**src/rtl/wcst_pkg.sv**
```systemverilog
package wcst_pkg;

  localparam int MaxBlobs = 16;
  localparam int CntW = $clog2(MaxBlobs + 1);
  localparam int AddrW = 4;

  localparam logic [AddrW-1:0] AddrRate = 4'h0;
  localparam logic [AddrW-1:0] AddrGain = 4'h4;
  localparam logic [AddrW-1:0] AddrDamp = 4'h8;

  localparam logic [15:0] RateReset = 16'd3932;
  localparam logic [15:0] GainReset = 16'd2560;
  localparam logic [15:0] DampReset = 16'd45875;
  localparam logic [31:0] DsqMin = 32'd7;

  localparam logic signed [20:0] PosMax = 21'sd1048575;
  localparam logic signed [20:0] PosMin = -21'sd1048576;
  localparam logic signed [23:0] VelMax = 24'sd8388607;
  localparam logic signed [23:0] VelMin = -24'sd8388608;

  // one classified item between front and back
  typedef struct packed {
    logic        empty;
    logic        last;
    logic        acc;
    logic [11:0] bx;
    logic [11:0] by;
    logic [32:0] w;
  } wcst_job_t;

  localparam int QDepth = 2;

endpackage

```
**src/rtl/wcst_if.sv**
```systemverilog
interface wcst_in_if;
  logic        valid;
  logic        ready;
  logic        frame_empty;
  logic [11:0] blob_x;
  logic [11:0] blob_y;
  logic [15:0] blob_distance;
  logic        last_blob;
  modport source(output valid, frame_empty, blob_x, blob_y, blob_distance, last_blob,
                 input ready);
  modport sink(input valid, frame_empty, blob_x, blob_y, blob_distance, last_blob,
               output ready);
endinterface


```
**src/rtl/wcst_div.sv**
```systemverilog
// Restoring divider, one quotient bit per cycle.
module wcst_div (
  input  logic        clk,
  input  logic        rst,
  input  logic        start,
  input  logic [63:0] num,
  input  logic [63:0] den,
  output logic        busy,
  output logic        done,
  output logic [63:0] quo
);
  logic [63:0] rem;
  logic [63:0] q;
  logic [63:0] d;
  logic [6:0]  cnt;
  logic [64:0] trial;

  assign trial = {rem, q[63]} - {1'b0, d};
  assign quo = q;

  always_ff @(posedge clk) begin
    done <= 1'b0;
    if (rst) begin
      busy <= 1'b0;
      cnt  <= '0;
    end else if (start) begin
      busy <= 1'b1;
      rem  <= '0;
      q    <= num;
      d    <= den;
      cnt  <= 7'd64;
    end else if (busy) begin
      if (!trial[64]) begin
        rem <= trial[63:0];
        q   <= {q[62:0], 1'b1};
      end else begin
        rem <= {rem[62:0], q[63]};
        q   <= {q[62:0], 1'b0};
      end
      cnt <= cnt - 7'd1;
      if (cnt == 7'd1) begin
        busy <= 1'b0;
        done <= 1'b1;
      end
    end
  end
endmodule

```
**src/rtl/wcst_front.sv**
```systemverilog
// Accepts items, computes weights with its own divider, pushes jobs.
module wcst_front (
  input  logic clk,
  input  logic rst,
  wcst_in_if.sink in_ch,
  output logic q_push,
  output wcst_pkg::wcst_job_t q_data,
  input  logic q_full
);
  import wcst_pkg::*;

  typedef enum logic [1:0] {S_IDLE, S_SQ, S_DIV, S_PUSH} st_t;
  st_t st;
  wcst_job_t job;
  logic [CntW-1:0] seen;
  logic [15:0] blob_d;
  logic [31:0] dsq;
  logic div_start, div_busy, div_done;
  logic [63:0] div_q;

  assign in_ch.ready = (st == S_IDLE);
  assign q_data = job;
  assign q_push = (st == S_PUSH) && !q_full;
  assign div_start = (st == S_SQ);
  assign dsq = 32'(blob_d) * 32'(blob_d);

  wcst_div u_div (
    .clk(clk), .rst(rst), .start(div_start),
    .num(64'h1_0000_0000),
    .den({32'd0, (dsq < DsqMin) ? DsqMin : dsq}),
    .busy(div_busy), .done(div_done), .quo(div_q)
  );

  always_ff @(posedge clk) begin
    if (rst) begin
      st   <= S_IDLE;
      seen <= '0;
    end else begin
      unique case (st)
        S_IDLE: if (in_ch.valid) begin
          job.empty <= in_ch.frame_empty;
          job.last  <= in_ch.last_blob;
          job.bx    <= in_ch.blob_x;
          job.by    <= in_ch.blob_y;
          job.w     <= '0;
          blob_d    <= in_ch.blob_distance;
          if (in_ch.frame_empty) begin
            job.acc <= 1'b0;
            seen    <= '0;
            st      <= S_PUSH;
          end else begin
            job.acc <= (seen < CntW'(MaxBlobs));
            if (in_ch.last_blob) seen <= '0;
            else if (seen < CntW'(MaxBlobs)) seen <= seen + 1'b1;
            st <= (seen < CntW'(MaxBlobs)) ? S_SQ : S_PUSH;
          end
        end
        S_SQ:   st <= S_DIV;
        S_DIV: if (div_done) begin
          job.w <= div_q[32:0];
          st    <= S_PUSH;
        end
        S_PUSH: if (!q_full) st <= S_IDLE;
        default: st <= S_IDLE;
      endcase
    end
  end
endmodule

```
**src/flat_wrapper.sv**
```systemverilog
// flat-port wrapper written by rule: the top's interface ports become plain ports
module wcst_front_flat import wcst_pkg::*;
  (clk, rst, q_push, q_data, q_full, in_ch_valid, in_ch_frame_empty, in_ch_blob_x, in_ch_blob_y, in_ch_blob_distance, in_ch_last_blob, in_ch_ready);
  wcst_in_if in_ch_i ();
  input  logic clk;
  input  logic rst;
  output logic q_push;
  output wcst_pkg::wcst_job_t q_data;
  input  logic q_full;
  input wire logic [$bits(in_ch_i.valid)-1:0] in_ch_valid;
  input wire logic [$bits(in_ch_i.frame_empty)-1:0] in_ch_frame_empty;
  input wire logic [$bits(in_ch_i.blob_x)-1:0] in_ch_blob_x;
  input wire logic [$bits(in_ch_i.blob_y)-1:0] in_ch_blob_y;
  input wire logic [$bits(in_ch_i.blob_distance)-1:0] in_ch_blob_distance;
  input wire logic [$bits(in_ch_i.last_blob)-1:0] in_ch_last_blob;
  output wire logic [$bits(in_ch_i.ready)-1:0] in_ch_ready;
  assign in_ch_i.valid = in_ch_valid;
  assign in_ch_i.frame_empty = in_ch_frame_empty;
  assign in_ch_i.blob_x = in_ch_blob_x;
  assign in_ch_i.blob_y = in_ch_blob_y;
  assign in_ch_i.blob_distance = in_ch_blob_distance;
  assign in_ch_i.last_blob = in_ch_last_blob;
  assign in_ch_ready = in_ch_i.ready;
  wcst_front u_core (.clk(clk), .rst(rst), .in_ch(in_ch_i), .q_push(q_push), .q_data(q_data), .q_full(q_full));
endmodule
```
**config.mk**
```make
export PLATFORM = sky130hd
export DESIGN_NAME = wcst_front_flat
export DESIGN_NICKNAME = d
export VERILOG_FILES = /design/src/rtl/wcst_pkg.sv /design/src/rtl/wcst_if.sv /design/src/rtl/wcst_div.sv /design/src/rtl/wcst_front.sv /design/src/flat_wrapper.sv
export SDC_FILE = /design/constraint.sdc
export NUM_CORES = 1
export LEC_CHECK = 0
export BUFFER_PORTS_ARGS = -buffer_cell sky130_fd_sc_hd__buf_2
export CAP_MARGIN = 20
export CORE_ASPECT_RATIO = 0.5
export CORE_UTILIZATION = 55
export CTS_BUF_LIST = sky130_fd_sc_hd__clkbuf_8
export DETAILED_ROUTE_END_ITERATION = 10
export HOLD_SLACK_MARGIN = 0.15
export PLACE_DENSITY = 0.82
export SLEW_MARGIN = 30
export SYNTH_ARGS = -nofsm -noshare
export SYNTH_HDL_FRONTEND = slang
export SYNTH_SLANG_ARGS = --single-unit
```
**constraint.sdc**
```tcl
create_clock -name clk -period 7.5 [get_ports clk]
set_clock_uncertainty 0.15 [all_clocks]
set_input_delay 0.375 -clock clk [delete_from_list [all_inputs] [get_ports clk]]
set_output_delay 0.375 -clock clk [all_outputs]
set_load 0.01 [all_outputs]
```
==> impl_metrics.json <==
{
  "fin_crit_ps": 7200,
  "slew_violations": 0,
  "r2r_start": "u_core.blob_d[7]$_DFFE_PP_",
  "worst_hold_path_type": "in -> reg",
  "avgSynthCellArea_um2": 10.3,
  "grt_max_degree": 82,
  "cts_buffer_depth": 3,
  "required_ps": 7780,
  "portBuffers": 107,
  "use_met2_pct": 38.9,
  "core_area_mm2": 0.0347,
  "die_h_um": 135,
  "hold_slack_ps": 217,
  "status": "completed",
  "grt_pass1_vias": 13900,
  "use_met1_pct": 32.0,
  "use_met3_pct": 3.62,
  "ys_warn_count": 0,
  "synth_enable_flop_cells": 236,
  "nets": 2388,
  "drc": 0,
  "finalHoldViolations": 0,
  "die_area_mm2": 0.0364,
  "antenna_found_initial": 0,
  "wl_per_cell_um": 16.3,
  "htreeDepth": 2,
  "gr-total-overflow": 0,
  "cp_slowest_cell": "edfxtp_1",
  "crit_chain": "inv_1, fa_1, inv_1, fa_1, inv_1, fa_1, inv_1, fa_1, fa_1, inv_1, fa_1, inv_1, ha_1, nand2_1, nor4_1, a221oi_1, buf_4, o221ai_1, xor2_1, or4_1, nor4_1, nand4_1, nand2b_1",
  "max_stage_delay_ps": 690,
  "cp_max_fo": 14,
  "post-route-period-util_pct": 96.0,
  "postRouteAntennaNets": 0,
  "vias": 14000,
  "maxCapViolCount": 0,
  "clk_pin_slew_worst_paths_ps": 70,
  "layout_commonest_cell": "inv_1",
  "rsz0062_at_grt": "false",
  "totalWireLength_mm": 41.5,
  "tns_ps": 0,
  "vias_per_cell": 5.50,
  "hold_path.startpoint": "in_ch_valid",
  "initialDrtViolationCount": 1117,
  "drt_pass1_iterations": 6,
  "cts_inserted_buffers": 37,
  "start_util_pct": 56.3,
  "diodes": 0,
  "whs_path_depth": 5,
  "arrival_ps": 7480,
  "tightest_slew_ps": 830,
  "slew_headroom_pct": 44.7,
  "start_kind": "register",
  "synth_nets": 2245,
  "drive_gt1_share_pct": 11.5,
  "globalplace.congestion": 0.897,
  "cts_sinks": 252,
  "layout_common_cells": "inv_1, edfxtp_1, nand2_1",
  "dpl.hpwl_mm": 29.5,
  "synth-seq-cells": 252,
  "syn2layout_area_growth_pct": 12.2,
  "cts_root_buf": "clkbuf_8",
  "ioPinCount": 108,
  "startpoint": "u_core.blob_d[7]$_DFFE_PP_",
  "finalSetupViolCount": 0,
  "crit_type": "reg -> reg",
  "yosysSeqAreaShare_pct": 37.9,
  "yosys_most_used_dff": "edfxtp_1",
  "synth_cell_types": 73,
  "synthArstFlopShare_pct": 0,
  "syn_inst": 1895,
  "cts_tree": "yes",
  "grt_use_total_pct": 23.3,
  "grt_pass1_wl_mm": 68.3,
  "gr-max-usage-layer": "met2",
  "reg2reg_depth": 23,
  "rows": 48,
  "clock_latency_ps": 590,
  "timing.fmax_mhz": 139,
  "end_kind": "register",
  "die_w_um": 269,
  "synth_area_mm2": 0.0196
}
[synth_stat cells (8+ instances only)]
cell | number | share of area (%)
nor2_1 | 113 | 2.2
and3_1 | 11 | 0.35
mux2_2 | 9 | 0.52
and2_1 | 93 | 3.0
nor3_1 | 21 | 0.54
or4_1 | 13 | 0.50
nor2b_1 | 80 | 2.6
nand3_1 | 16 | 0.41
nand2_1 | 173 | 3.3
o21ai_0 | 45 | 1.2
clkbuf_1 | 70 | 1.3
or3_1 | 12 | 0.38
nand2b_1 | 12 | 0.38
fa_1 | 165 | 17
a21oi_1 | 113 | 2.9
xor2_1 | 27 | 1.2
inv_1 | 271 | 5.2
nor4_1 | 15 | 0.48
a211oi_1 | 12 | 0.46
o21a_1 | 10 | 0.38
ha_1 | 139 | 8.9
a21o_1 | 21 | 0.81
nand4_1 | 19 | 0.61
xnor2_1 | 49 | 2.2
edfxtp_1 | 236 | 36
or2_2 | 8 | 0.26
o31ai_1 | 13 | 0.50
dfxtp_1 | 16 | 1.6
[what timing repair did]
action | 4_1_cts | 5_1_grt
hold buffers | 44 | 0
setup endpoints to repair | 0 | 3
hold endpoints to repair | 51 | 0
buffers inserted | 0 | 10
gates resized for setup | 0 | 1
[per-stage QoR]
stage | util, % | instance area (µm²) | setup slack (ps) | instances
3_3_place_gp | 59.3 | 20600 | 521 | 2420
5_1_grt | 63.2 | 21900 | 0.198 | 2541
2_1_floorplan | - | 19600 | 502 | 1895
6_report | 63.2 | 21900 | 302 | 2541
3_5_place_dp | 59.3 | 20600 | 366 | 2420
4_1_cts | 63.0 | 21900 | 327 | 2531
[registers in the layout (all words and copies together) (netlist names)]
| name | cells |
|---|---|
| u_core.u_div.quo | 64 |
| u_core.u_div.rem | 64 |
| u_core.q_data | 60 |
| u_core.u_div.d | 32 |
| u_core.blob_d | 16 |
| u_core.u_div.cnt | 7 |
| u_core.seen | 5 |
| u_core.st | 2 |
| u_core.u_div.busy | 1 |
| u_core.u_div.done | 1 |
[routing by layer]
metal | vias to the layer above | wire length, µm
met5 | - | 0
met2 | 378 | 19900
met1 | 6875 | 18800
li1 | 6654 | -
met3 | 79 | 1980
met4 | 0 | 836
[logic make-up (layout without fill, tap and decap cells)]
logic type                 Yosys count  in the layout  share of synthesized area [%]
and+or+nand+nor                    615            615                           16.2
buffers and inverters              349            520                           6.74
adders and majority gates          304            304                           25.8
AOI/OAI and AO/OA                  285            285                           9.20
DFF                                252            252                           37.9
xor gates and xnor gates            77             77                           3.49
muxes                               13             13                          0.736
[area by class of cell]
class | instances | area [µm²]
clock buffer | 45 | 619
fill | 2779 | 12800
timing repair buffer | 182 | 1210
multi-input combinational | 1294 | 10900
tap | 475 | 594
clock inverter | 22 | 211
sequential | 252 | 7410
inverter | 271 | 1020
[final timing paths]
| path | endpoint | slack, ps |
|---|---|---|
| worst max register to register | u_core.u_div.d[0]$_SDFFCE_PN1P_ | 300 |
| worst min register to register | u_core.u_div.cnt[1]$_SDFFE_PP0P_ | 360 |
| worst min-delay path | u_core.seen[0]$_SDFFE_PP0P_ | 220 |
| worst max-delay path | u_core.u_div.d[0]$_SDFFCE_PN1P_ | 300 |
[worst max-delay path, delay by kind of cell (launching register included)]
family,cells,cell delay (ps)
xor+xnor,1,120
flops,1,690
fa+ha+maj,7,3540
simple gates,6,1630
compound gates,2,330
buf+inv,7,600
Power is not shown: default switching activity piles up to over one toggle a cycle in this logic, so the estimate is an artifact.
